**src/sv/lgs_pkg.sv**
```systemverilog
package lgs_pkg;

	localparam int GRID_SIZE = 16;
	localparam int ROW_W     = $clog2(GRID_SIZE);

	// packed widths of the stream payloads
	localparam int IN_TDATA_W  = 16;
	localparam int OUT_TDATA_W = 8;

	typedef enum logic [1:0] {
		FUNC_WRITE = 2'd0,
		FUNC_READ  = 2'd1,
		FUNC_STEP  = 2'd2,
		FUNC_BAD   = 2'd3
	} func_t;

	typedef enum logic [3:0] {
		ST_IDLE,
		ST_ACCESS,
		ST_LOAD0,
		ST_LOAD1,
		ST_LOADL,
		ST_CELL,
		ST_WROW,
		ST_FETCH,
		ST_DONE
	} state_t;

	typedef logic [GRID_SIZE-1:0] row_t;

	// B3/S23 rule on an 8-neighbor window
	function automatic logic life_rule(input logic alive, input logic [7:0] nbr);
		logic [3:0] n;
		n = 4'(nbr[0]) + 4'(nbr[1]) + 4'(nbr[2]) + 4'(nbr[3])
		  + 4'(nbr[4]) + 4'(nbr[5]) + 4'(nbr[6]) + 4'(nbr[7]);
		return alive ? (n == 4'd2 || n == 4'd3) : (n == 4'd3);
	endfunction

endpackage

```
**src/sv/lgs_ram.sv**
```systemverilog
module lgs_ram #(
	parameter int WIDTH = 16,
	parameter int DEPTH = 16
) (
	input  logic                     clk,
	input  logic                     wr_en,
	input  logic [$clog2(DEPTH)-1:0] wr_addr,
	input  logic [WIDTH-1:0]         wr_data,
	input  logic                     rd_en,
	input  logic [$clog2(DEPTH)-1:0] rd_addr,
	output logic [WIDTH-1:0]         rd_data
);

	logic [WIDTH-1:0] mem [DEPTH];

	always_ff @(posedge clk) begin
		if (wr_en) begin
			mem[wr_addr] <= wr_data;
		end
		if (rd_en) begin
			rd_data <= mem[rd_addr];
		end
	end

endmodule

```
**src/sv/life_grid_generation_step_core.sv**
```systemverilog
// channel | dir | tdata bits (low first)                       | per item
// s_axis  | in  | func[1:0] row[5:2] col[9:6] cell_in[10] 0[15:11] | one request
// m_axis  | out | cell_out[0] status[1] 0[7:2]                 | one result
//
// Grid lives in a row-wide RAM (one row per word) with a valid bit per row,
// so reset clears it at once; a row never written reads as all dead.
// Read and write pass through an access state on the way to done, an unknown
// func goes straight to done; a generation is paced by the single cell-rule
// unit that evaluates one cell per cycle over a sliding three-row window.
// s_tready is high only in idle, so requests are taken one at a time; a stalled m_axis
// holds the finished result and the next request waits in its done state.
module life_grid_generation_step_core (
	input  logic                               clk,
	input  logic                               arst_n,
	input  logic                               s_tvalid,
	output logic                               s_tready,
	// func[1:0], row[5:2], col[9:6], cell_in[10], zero pad
	input  logic [lgs_pkg::IN_TDATA_W-1:0]     s_tdata,
	output logic                               m_tvalid,
	input  logic                               m_tready,
	// cell_out[0], status[1], zero pad
	output logic [lgs_pkg::OUT_TDATA_W-1:0]    m_tdata
);
	import lgs_pkg::*;

	state_t state_q, state_d;

	func_t            op_func_q;
	logic [ROW_W-1:0] op_row_q, op_col_q;
	logic             op_val_q;
	logic             op_inside;

	logic [GRID_SIZE-1:0] vld_q;
	logic [ROW_W-1:0]     rd_row_q;
	row_t                 rd_data, row_data;

	row_t row0_q, prv_q, cur_q, nxt_q, new_q;
	logic [ROW_W-1:0] r_q, c_q, c_lf, c_rt;
	logic             new_bit;

	logic             ram_we, ram_re;
	logic [ROW_W-1:0] ram_waddr, ram_raddr;
	row_t             ram_wdata;

	logic res_cell_q, res_stat_q, m_valid_q;
	logic rd_bit_q;
	logic res_stat_d;
	logic accept, out_free;

	assign accept   = s_tvalid && s_tready;
	assign out_free = !m_valid_q || m_tready;
	assign row_data = vld_q[rd_row_q] ? rd_data : '0;

	assign op_inside = (32'(s_tdata[5:2]) < GRID_SIZE) && (32'(s_tdata[9:6]) < GRID_SIZE);

	assign c_lf = (c_q == '0) ? ROW_W'(GRID_SIZE - 1) : c_q - 1'b1;
	assign c_rt = (c_q == ROW_W'(GRID_SIZE - 1)) ? '0 : c_q + 1'b1;

	assign new_bit = life_rule(cur_q[c_q], {prv_q[c_lf], prv_q[c_q], prv_q[c_rt],
		cur_q[c_lf], cur_q[c_rt], nxt_q[c_lf], nxt_q[c_q], nxt_q[c_rt]});

	lgs_ram #(.WIDTH(GRID_SIZE), .DEPTH(GRID_SIZE)) u_grid (
		.clk     (clk),
		.wr_en   (ram_we),
		.wr_addr (ram_waddr),
		.wr_data (ram_wdata),
		.rd_en   (ram_re),
		.rd_addr (ram_raddr),
		.rd_data (rd_data)
	);

	// next state
	always_comb begin
		state_d = state_q;
		unique case (state_q)
			ST_IDLE: begin
				if (accept) begin
					priority if (func_t'(s_tdata[1:0]) == FUNC_STEP) state_d = ST_LOAD0;
					else if (func_t'(s_tdata[1:0]) == FUNC_BAD || !op_inside) state_d = ST_DONE;
					else state_d = ST_ACCESS;
				end
			end
			ST_ACCESS: state_d = ST_DONE;
			ST_LOAD0:  state_d = ST_LOAD1;
			ST_LOAD1:  state_d = ST_LOADL;
			ST_LOADL:  state_d = ST_CELL;
			ST_CELL: begin
				if (c_q == ROW_W'(GRID_SIZE - 1)) state_d = ST_WROW;
			end
			ST_WROW: begin
				priority if (r_q == ROW_W'(GRID_SIZE - 1)) state_d = ST_DONE;
				else if (r_q == ROW_W'(GRID_SIZE - 2)) state_d = ST_CELL;
				else state_d = ST_FETCH;
			end
			ST_FETCH: state_d = ST_CELL;
			ST_DONE: begin
				if (out_free) state_d = ST_IDLE;
			end
			default: state_d = ST_IDLE;
		endcase
	end

	// outputs
	always_comb begin
		s_tready   = 1'b0;
		ram_we     = 1'b0;
		ram_waddr  = r_q;
		ram_wdata  = new_q;
		ram_re     = 1'b0;
		ram_raddr  = '0;
		res_stat_d = 1'b0;
		unique case (state_q)
			ST_IDLE: begin
				s_tready  = 1'b1;
				ram_re    = accept;
				// a generation starts its window load with row 0
				ram_raddr = (func_t'(s_tdata[1:0]) == FUNC_STEP) ? '0 : ROW_W'(s_tdata[5:2]);
			end
			ST_ACCESS: begin
				if (op_func_q == FUNC_WRITE) begin
					ram_we    = 1'b1;
					ram_waddr = op_row_q;
					ram_wdata = row_data;
					ram_wdata[op_col_q] = op_val_q;
				end
			end
			ST_LOAD0: begin
				ram_re    = 1'b1;
				ram_raddr = ROW_W'(1);
			end
			ST_LOAD1: begin
				ram_re    = 1'b1;
				ram_raddr = ROW_W'(GRID_SIZE - 1);
			end
			ST_WROW: begin
				ram_we    = 1'b1;
				ram_re    = (r_q < ROW_W'(GRID_SIZE - 2));
				ram_raddr = r_q + ROW_W'(2);
			end
			ST_DONE: begin
				res_stat_d = (op_func_q == FUNC_BAD);
			end
			default: ;
		endcase
	end

	always_ff @(posedge clk or negedge arst_n) begin
		if (!arst_n) begin
			state_q   <= ST_IDLE;
			vld_q     <= '0;
			m_valid_q <= 1'b0;
		end else begin
			state_q <= state_d;
			if (ram_we) begin
				vld_q[ram_waddr] <= 1'b1;
			end
			if (state_q == ST_DONE && out_free) begin
				m_valid_q <= 1'b1;
			end else if (m_tready) begin
				m_valid_q <= 1'b0;
			end
		end
	end

	always_ff @(posedge clk) begin
		if (ram_re) begin
			rd_row_q <= ram_raddr;
		end
		unique case (state_q)
			ST_IDLE: begin
				if (accept) begin
					op_func_q <= func_t'(s_tdata[1:0]);
					op_row_q  <= ROW_W'(s_tdata[5:2]);
					op_col_q  <= ROW_W'(s_tdata[9:6]);
					op_val_q  <= s_tdata[10];
					rd_bit_q  <= 1'b0;
				end
			end
			ST_ACCESS: begin
				if (op_func_q == FUNC_READ) rd_bit_q <= row_data[op_col_q];
			end
			ST_LOAD0: begin
				row0_q <= row_data;
				cur_q  <= row_data;
			end
			ST_LOAD1: begin
				nxt_q <= row_data;
			end
			ST_LOADL: begin
				prv_q <= row_data;
				r_q   <= '0;
				c_q   <= '0;
			end
			ST_CELL: begin
				new_q[c_q] <= new_bit;
				c_q <= c_q + 1'b1;
			end
			ST_WROW: begin
				prv_q <= cur_q;
				cur_q <= nxt_q;
				c_q   <= '0;
				if (r_q == ROW_W'(GRID_SIZE - 2)) begin
					// old row 0 is already overwritten in RAM
					nxt_q <= row0_q;
					r_q   <= r_q + 1'b1;
				end
			end
			ST_FETCH: begin
				nxt_q <= row_data;
				r_q   <= r_q + 1'b1;
			end
			ST_DONE: begin
				if (out_free) begin
					res_cell_q <= rd_bit_q;
					res_stat_q <= res_stat_d;
				end
			end
			default: ;
		endcase
	end

	assign m_tvalid = m_valid_q;
	assign m_tdata  = {{(OUT_TDATA_W - 2){1'b0}}, res_stat_q, res_cell_q};

endmodule

```
**config.mk**
```make
export PLATFORM = sky130hd
export DESIGN_NAME = life_grid_generation_step_core
export DESIGN_NICKNAME = d
export VERILOG_FILES = /design/src/sv/lgs_pkg.sv /design/src/sv/lgs_ram.sv /design/src/sv/life_grid_generation_step_core.sv
export SDC_FILE = /design/constraint.sdc
export NUM_CORES = 1
export LEC_CHECK = 0
export BUFFER_PORTS_ARGS = -buffer_cell sky130_fd_sc_hd__buf_2
export CAP_MARGIN = 20
export CORE_MARGIN = 2
export CORE_UTILIZATION = 26
export CTS_BUF_LIST = sky130_fd_sc_hd__clkbuf_8 sky130_fd_sc_hd__clkbuf_16
export DETAILED_ROUTE_END_ITERATION = 10
export SYNTH_ARGS = -nofsm -noshare
export SYNTH_HDL_FRONTEND = slang
export SYNTH_SLANG_ARGS = --single-unit
```
**constraint.sdc**
```tcl
create_clock -name clk -period 8.78 [get_ports clk]
set_input_delay 1.317 -clock clk [delete_from_list [all_inputs] [get_ports clk]]
set_output_delay 1.317 -clock clk [all_outputs]
set_load 0.02 [all_outputs]
```
# ---- Yosys cells after proc, flatten, opt, wreduce, memory -nomap -nowiden
# Memory sizes are Yosys's and may differ from the RTL's. A register that Yosys moved wholly into a read port is not among the register bits.
# Index checks and enable logic that the tools add are counted.
dict set report word_totals {
  memories 1
  input_bits 20
  regBits 127
  output_inout_bits 10
  mem_bits_rw 256
}
dict set report classes {
  bitwise 1
  mux 66
  eq_ne 22
  n_addsub 11
  reduce_logical 28
  n_lt_le_gt_ge 10
}
# memory depth width rd rd_clocked_by_memory_dff write_ports line_no
set memory_table {}
lappend memory_table {u_grid.mem 16 16 1 1 1 lgs_ram.sv:14} ;# logic [WIDTH-1:0] mem [DEPTH];
# operator count
set op_table {}
lappend op_table {{16-bit one-hot mux with 2 select lines} 3}
lappend op_table {{16-bit 2-to-1 mux} 4}
lappend op_table {{4-bit 2-to-1 mux} 12}
lappend op_table {{1-bit binary-select mux with 4-bit select} 11}
lappend op_table {{16-bit bitwise mux} 2}
lappend op_table {{4-bit one-hot mux with 8 select lines} 1}
lappend op_table {{4-bit by 5-bit less-than comparator with 1-bit output, second input constant} 6}
lappend op_table {{1-bit 2-to-1 mux} 23}
lappend op_table {{4-bit by 1-bit adder with 4-bit output} 4}
lappend op_table {{4-bit by 2-bit == test with 1-bit output, second input constant} 4}
lappend op_table {{4-bit by 3-bit == test with 1-bit output, second input constant} 4}
lappend op_table {{4-bit == test, second input constant} 4}
lappend op_table {{16-bit OR} 1}
lappend op_table {{4-bit one-hot mux with 4 select lines} 1}
lappend op_table {{1-bit demux with 4-bit select} 3}
lappend op_table {{4-bit by 1-bit greater-or-equal comparator with 1-bit output, second input constant} 3}
lappend op_table {{4-bit one-hot mux with 3 select lines} 1}
lappend op_table {{2-bit nonzero test} 6}
lappend op_table {{2-bit != test, second input constant} 5}
lappend op_table {{4-bit by 1-bit adder with 4-bit output, second input constant} 2}
lappend op_table {{4-bit logical NOT} 2}
lappend op_table {{4-bit one-hot mux with 2 select lines} 1}
lappend op_table {{2-bit AND reduction} 4}
lappend op_table {{2-bit OR reduction} 4}
lappend op_table {{18 further kinds} 27}

# ---- Longest topological paths before layout
# Gate-level depths: netlist of the first run.
dict set report depth {
  word_depth 15
  depth_mapped 21
  ltp_nobuf 18
}

# ---- Modules after synthesis
# Synthesis of the first run repeated with hierarchy kept, for this count alone.
dict set report unflattened {
  cells_unflattened 1182
  area_unflattened_um2 17966.0
}
# mod cells_per_inst area_per_inst_um2 n_inst
set modules_own_cells {}
lappend modules_own_cells {lgs_ram 432 10203.5 1}
lappend modules_own_cells {life_grid_generation_step_core 750 7762.4 1}

# ---- Worst setup path before layout of the first run
# No wires, ideal clock.
dict set report synth_timing {
  path_type {register to register}
  startpoint {register c_q[1]}
  endpoint {register new_q[0] (data pin)}
  n_path_buf 3
  synth_period_minus_slack_ns 5.563
  slack_ns 3.217
  path_stages_with_launch 18
  t_required_ns 8.582
  setup_ns 0.198
  arrival_time_ns 5.365
  cell_sequence {edfxtp_1 -> clkbuf_1 -> buf_1 -> inv_1 -> ha_1 -> buf_1 -> mux4_2 -> mux2i_1 -> mux2i_1 -> fa_1 -> inv_1 -> fa_1 -> fa_1 -> inv_1 -> ha_1 -> fa_1 -> o21ai_0 -> o211a_1}
}
dict set report synth_between {
  elab_chain_cells 15
  elab_cells_between_ends 41
}
# element line_no
set synth_lines {}
lappend synth_lines {{start: declaration} life_grid_generation_step_core.sv:38} ;# logic [ROW_W-1:0] r_q, c_q, c_lf, c_rt;
lappend synth_lines {{start signal: assignment} life_grid_generation_step_core.sv:196} ;# c_q <= c_q + 1'b1;
lappend synth_lines {{4-bit by 1-bit adder with 4-bit output or 4-bit == test (tied branches)} life_grid_generation_step_core.sv:57} ;# assign c_rt = (c_q == ROW_W'(GRID_SIZE - 1)) ? '0 : c_q + 1'b1;
lappend synth_lines {{4-bit 2-to-1 mux} life_grid_generation_step_core.sv:57}
lappend synth_lines {{1-bit binary-select mux with 4-bit select} life_grid_generation_step_core.sv:60} ;# cur_q[c_lf], cur_q[c_rt], nxt_q[c_lf], nxt_q[c_q], nxt_q[c_rt]});
lappend synth_lines {{1-bit 2-to-1 mux (not written as such)} life_grid_generation_step_core.sv:60}
lappend synth_lines {{1-bit by 1-bit adder with 2-bit output} lgs_pkg.sv:34} ;# n = 4'(nbr[0]) + 4'(nbr[1]) + 4'(nbr[2]) + 4'(nbr[3])
lappend synth_lines {{2-bit by 1-bit adder with 3-bit output} lgs_pkg.sv:34}
lappend synth_lines {{3-bit by 1-bit adder with 4-bit output} lgs_pkg.sv:34}
lappend synth_lines {{4-bit by 1-bit adder with 4-bit output (4 in a row)} lgs_pkg.sv:35} ;# + 4'(nbr[4]) + 4'(nbr[5]) + 4'(nbr[6]) + 4'(nbr[7]);
lappend synth_lines {{4-bit by 2-bit == test with 1-bit output} lgs_pkg.sv:36} ;# return alive ? (n == 4'd2 || n == 4'd3) : (n == 4'd3);
lappend synth_lines {{1-bit logical OR} lgs_pkg.sv:36}
lappend synth_lines {{1-bit 2-to-1 mux *} lgs_pkg.sv:36}
lappend synth_lines {{net new_bit} life_grid_generation_step_core.sv:39} ;# logic new_bit;
lappend synth_lines {{16-bit bitwise mux *} life_grid_generation_step_core.sv:195} ;# new_q[c_q] <= new_bit;
lappend synth_lines {{end signal: indexed assignment} life_grid_generation_step_core.sv:195}
lappend synth_lines {{end: declaration} life_grid_generation_step_core.sv:37} ;# row_t row0_q, prv_q, cur_q, nxt_q, new_q;
# The timed path passes the listed nets; every way through them passes the cells marked *. The select of a mux whose other input is x is not followed.
# A chain may end at the register's enable or synchronous reset.

# ---- Worst setup path after layout of the first run
dict set report layout_timing {
  startpoint {register c_q[0]}
  endpoint {register new_q[5] (data pin)}
}
# The elaborated chain is that of the path after synthesis.

==> flow_summary.toml, run 1 <==
[status]
status = "completed"

[timing]
fin_tns_setup_ns = 0
clock_skew_ns = 0.0288
relSlewSlack = 0.205
max_freq_mhz = 160
setup_viol = 0
hold_violations = 0
rsz0062_at_grt = "no"
tightest_slew_ns = 1.19
drv_slew = 0
fin_crit_ns = 6.23
holdWs_ns = 0.424
period_share = 0.710

[setup_path]
critical_path.startpoint = "c_q[0]"
rrSetupSlack_ns = 2.55
r2r-start = "c_q[0]"
crit_fanout = 34
worstSetupPathType = "reg -> reg"
worstRegToRegCells = 19
critPathArrivalTime_ns = 6.52
reg2reg_to = "new_q[5]"
startpoint_type = "register"
cp-end-kind = "register"
critPathRequiredTime_ns = 9.07
crit_end = "new_q[5]"

[synthesis]
synthFlopType = "edfxtp_1"
synth_cell_types = 55
synth_compound_area_frac = 0.115
synthMuxAreaShare = 0.0618
synth_adder_area_share = 0.0120
yosys.area_share.simple = 0.118
yosys.area_share.xor_xnor = 0.00290
synth_top_family_by_area = "simple AND/OR/NAND/NOR gates"
ys_warn_count = 0
async_flop_share = 0.0526
synth_cells = 1376
ys_ff_latch = 399
synth_edf_count = 378
syn_area_per_cell_um2 = 13.2
ys_seq_area_frac = 0.655
synth_area_mm2 = 0.0181

[grt]
grt_pass1_wl_mm = 68.5
grt_util_all_layers = 0.125
grt_start_max_net_pins = 88
grt_pass1_vias = 11092
grt_remaining_overflow = 0
grt_antenna_before_repair = 1

[layout]
drive_gt1_frac = 0.151
finalNetCount = 1424
layout_common_cells = "378 x edfxtp_1, 223 x nand2_1, 67 x and3_1"
areaGrowthSynthToFinish_pct = 14.8
fin_util = 0.303
final_common_cell = "edfxtp_1"

[routing]
drtIter0Drc = 1137
finalWirelength_mm = 45.4
ant_nets = 0
drcViolationCount = 0
avgRoutedWirePerCell_um = 19.3
post_drt_via_cell_ratio = 4.92
drtPass1Iterations = 7
num_vias = 11582

[floorplan]
start_util = 0.264
rows = 96
die_y_um = 268
die_w_um = 268
die_area_mm2 = 0.0719
core_area_mm2 = 0.0688
io_pins = 30

[clocking]
postCtsSetupRepairBufs = 0
cts_tree = "done"
clockBufferDepth = 3
insertion_delay_ns = 0.58
clock-sinks = 399
cts_buffers = 43
root_buffer = "clkbuf_16"
path_clk_slew_ns = 0.06
htreeDepth = 2
cts_resized = 0
ctsHoldBuffers = 0

[place]
dp_hpwl_mm = 26.6
globalplace.congestion = 0.891
portBuffers = 18

[pwr]
power_leakage_nw = 7.13
power_density_mw_per_mm2 = 292
pwr-share-clk = 0.299
p_sw_frac = 0.329
p_int_mw = 4.07
combinationalPowerShare = 0.272
ir_drop_mv = 0.201
p_switching_mw = 2.00
finalPower_mw = 6.07
pwr-share-seq = 0.429

[min_path]
hold_path_class = "reg -> reg"

[job]
cap_violations = 0
per-layer routing:
metal  part of all wire  track usage  routed length, µm
met5                  0            0                  0
met1               0.45        0.174              20200
met4              0.022       0.0403               1000
met3              0.062       0.0185               2830
met2               0.47        0.202              21300
cell usage after synthesis (3+ instances only):
| library cell | instances | area share |
|---|---|---|
| a311oi_1 | 65 | 0.031 |
| inv_1 | 33 | 0.0068 |
| dfrtp_1 | 21 | 0.029 |
| a211oi_2 | 16 | 0.011 |
| or4_1 | 16 | 0.0066 |
| buf_4 | 9 | 0.0037 |
| o21ai_0 | 63 | 0.017 |
| nor3_1 | 11 | 0.0030 |
| a21oi_1 | 56 | 0.015 |
| a211oi_1 | 50 | 0.021 |
| xor2_1 | 3 | 0.0014 |
| nor2_1 | 77 | 0.016 |
| buf_6 | 6 | 0.0037 |
| buf_1 | 5 | 0.0010 |
| nand2b_1 | 12 | 0.0041 |
| and3_1 | 67 | 0.023 |
| and2_1 | 18 | 0.0062 |
| mux2i_1 | 22 | 0.012 |
| mux4_2 | 39 | 0.048 |
| nor2b_1 | 11 | 0.0038 |
| ha_1 | 11 | 0.0076 |
| o21bai_1 | 17 | 0.0070 |
| clkbuf_1 | 50 | 0.010 |
| nand3_1 | 11 | 0.0030 |
| a31oi_1 | 10 | 0.0034 |
| edfxtp_1 | 378 | 0.63 |
| nand3b_1 | 4 | 0.0017 |
| xnor2_1 | 3 | 0.0014 |
| nand2_1 | 223 | 0.046 |
| fa_1 | 4 | 0.0044 |
| buf_2 | 32 | 0.0088 |
| nor3b_1 | 3 | 0.0012 |
cell type report:
type                    instances  area, µm²
repair buffers                 67        492
diodes                          1       2.50
clock inverters                34        320
flip-flops and latches        399      11900
multi-input cells             844       5720
inverters                      34        131
clock buffers                  46       1120
well taps                     931       1160
fillers                      6822      48000
critical path, cell delays in order (launching register included):
cell and delay (ns):
edfxtp_1 0.36, buf_4 0.28, inv_1 0.28, ha_1 0.34
nor2b_1 0.16, nor3_1 0.07, a21oi_2 0.50, buf_8 0.24
mux2i_1 0.09, mux4_2 0.48, mux2i_1 0.22, fa_1 0.43
inv_1 0.12, fa_1 0.43, fa_1 0.55, inv_1 0.05
ha_1 0.22, fa_1 0.41, o21ai_0 0.18, o211a_1 0.51
power groups by stage:
stage / combinational [mW] / clock (mW) / sequential [mW]
floorplan: 1.20 / 0 / 2.55
global placement: 1.57 / 0 / 2.64
detailed placement: 1.62 / 0 / 2.64
CTS: 1.62 / 1.86 / 2.60
global route: 1.80 / 1.93 / 2.62
finish: 1.65 / 1.82 / 2.60
metrics by stage:
| stage | area, µm² | setup WS, ns | instances |
|---|---|---|---|
| after floorplan | 18200 | 3.22 | 1381 |
| after global placement | 19200 | 2.50 | 2261 |
| after detailed placement | 19300 | 2.30 | 2263 |
| after CTS | 20700 | 2.25 | 2343 |
| after global routing | 20800 | 2.19 | 2356 |
| final | 20800 | 2.55 | 2356 |
worst min path at each step:
| stage | start | end | slack, ns | depth (start not counted) |
|---|---|---|---|---|
| after floorplan | rd_bit_q | res_cell_q | 0.40 | 0 |
| after global placement | rd_bit_q | res_cell_q | 0.41 | 0 |
| after detailed placement | rd_bit_q | res_cell_q | 0.42 | 0 |
| after CTS | rd_bit_q | res_cell_q | 0.43 | 0 |
| after global routing | rd_bit_q | res_cell_q | 0.43 | 0 |
| final | rd_bit_q | res_cell_q | 0.42 | 0 |
state kept, by name (all words and copies together) (netlist names), 16 cells and up:
| name | flops |
|---|---|
| cur_q | 16 |
| new_q | 16 |
| nxt_q | 16 |
| u_grid.mem | 256 |
| row0_q | 16 |
| u_grid.rd_data | 16 |
| prv_q | 16 |
| vld_q | 16 |
kinds of logic (layout without fill, tap and decap cells):
kind of cell               Yosys count  after routing
adders and majority gates           15             15
other                                1              7
AOI/OAI and AO/OA                  295            295
DFF                                399            399
and+or+nand+nor                    459            459
muxes                               63             63
xor gates and xnor gates             6              6
buffers and inverters              138            181
Power figures use the tool's default switching activity.
==> inputs of run 2 (changes only) <==
- clock period: 8.78 -> 6.2 ns (I/O delays scaled with it)
==> flow_summary.toml, run 2 (synthesis results as in run 1) <==
[status]
status = "completed"

[timing]
fin_crit_ns = 5.70
max_freq_mhz = 175
clock_skew_ns = 0.0312
fin_tns_setup_ns = 0
holdWs_ns = 0.324
tightest_slew_ns = 1.19
rsz0062_at_grt = "no"
hold_violations = 0
setup_viol = 0
relSlewSlack = 0.205
period_share = 0.920
drv_slew = 0

[layout]
nFillCells = 6829
final_common_cell = "edfxtp_1"
layout_common_cells = "378 x edfxtp_1, 223 x nand2_1, 67 x and3_1"
finalNetCount = 1433
largest_reg_flops = 256
fin_util = 0.302
regMostFlops = "u_grid.mem"
stdcell_area_mm2 = 0.0208
drive_gt1_frac = 0.152
areaGrowthSynthToFinish_pct = 14.6

[place]
post_dp_cell_area_mm2 = 0.0194
globalplace.congestion = 0.896
portBuffers = 18
dp_hpwl_mm = 27.3

[grt]
grt_start_max_net_pins = 130
grt_pass1_wl_mm = 69.2
grt_antenna_before_repair = 2
grt_remaining_overflow = 0
grt_pass1_vias = 11265
grt_util_all_layers = 0.127

[clocking]
path_clk_slew_ns = 0.06
htreeDepth = 2
cts_resized = 0
root_buffer = "clkbuf_16"
cts_buffers = 42
insertion_delay_ns = 0.56
clockBufferDepth = 3
clock-sinks = 399
cts_tree = "done"
postCtsSetupRepairBufs = 0
ctsHoldBuffers = 0

[pwr]
power_density_mw_per_mm2 = 404
pwr-share-seq = 0.437
p_sw_frac = 0.335
combinationalPowerShare = 0.281
p_switching_mw = 2.82
p_int_mw = 5.59
ir_drop_mv = 0.213
pwr-share-clk = 0.282
power_leakage_nw = 7.13

[routing]
avgRoutedWirePerCell_um = 19.5
drcViolationCount = 0
num_vias = 11606
drtIter0Drc = 1231
drtPass1Iterations = 5
post_drt_via_cell_ratio = 4.91
finalWirelength_mm = 46.1
ant_nets = 0

[floorplan]
rows = 96
die_y_um = 268
die_w_um = 268
start_util = 0.264
die_area_mm2 = 0.0719
core_area_mm2 = 0.0688
io_pins = 30

[setup_path]
worstSetupPathType = "reg -> reg"
startpoint_type = "register"
rrSetupSlack_ns = 0.50
critPathArrivalTime_ns = 5.97
critPathRequiredTime_ns = 6.47
cp-end-kind = "register"
crit_fanout = 16

[min_path]
hold_path_class = "in -> async"

[job]
cap_violations = 0
run 2: cell count changes in the layout (fill, tap and decap cells not counted), moves of 2 or more:
cell and change:
buf_4 +8, inv_1 +5, bufinv_16 -4, buf_12 +2
clkinv_1 -2, diode_2 +2
run 2: final cells by class:
| type | instances | area, µm² | share of cell area |
|---|---|---|---|
| Tap cell | 931 | 1160 | 0.0560 |
| Sequential cell | 399 | 11900 | 0.571 |
| Multi-Input combinational cell | 844 | 5720 | 0.275 |
| Clock buffer | 45 | 1100 | 0.0531 |
| Clock inverter | 31 | 199 | 0.00957 |
| Timing Repair Buffer | 77 | 579 | 0.0279 |
| Antenna cell | 3 | 7.51 | 0.000361 |
| Inverter | 34 | 131 | 0.00632 |
run 2: power by group through the flow:
stage	registers, mW	logic (mW)	clock network [mW]
after floorplan	3.61	1.70	0
after CTS	3.68	2.34	2.42
after global placement	3.72	2.28	0
final	3.68	2.36	2.37
after global routing	3.71	2.58	2.53
after detailed placement	3.73	2.33	0
run 2: worst max-delay path, stage by stage (launching register included):
cell,delay [ns]
edfxtp_1,0.38
inv_1,0.21
ha_1,0.40
nor2b_1,0.17
nor3_1,0.07
a21oi_4,0.42
mux2i_1,0.14
mux4_2,0.50
mux2i_1,0.19
fa_1,0.45
inv_1,0.10
fa_1,0.42
fa_1,0.55
inv_1,0.04
ha_1,0.21
fa_1,0.39
o21ai_0,0.22
o211a_1,0.53
run 2: metal layers:
layer  part of all wire  global-route usage  vias up
met1               0.44               0.172     5821
met5                  0                   0        -
met4              0.024              0.0402        0
met2               0.47               0.208      430
li1                   -                   -     5276
met3              0.065              0.0199       79
run 2: final timing paths:
check                         start         end  depth (start not counted)
max                          c_q[0]    new_q[0]                         17
min                          arst_n   vld_q[12]                          1
max reg2reg                  c_q[0]    new_q[0]                         17
min reg2reg                rd_bit_q  res_cell_q                          0
max in group asynchronous    arst_n    m_tvalid                          1
min in group clk           rd_bit_q  res_cell_q                          0
run 2: per-stage QoR:
step / total power, mW / instances / setup slack (ns)
6_report: 8.41 / 2364 / 0.495
5_1_grt: 8.81 / 2363 / 0.172
4_1_cts: 8.44 / 2350 / 0.305
3_5_place_dp: 6.06 / 2274 / 0.380
3_3_place_gp: 6.00 / 2270 / 0.460
2_1_floorplan: 5.30 / 1381 / 0.637
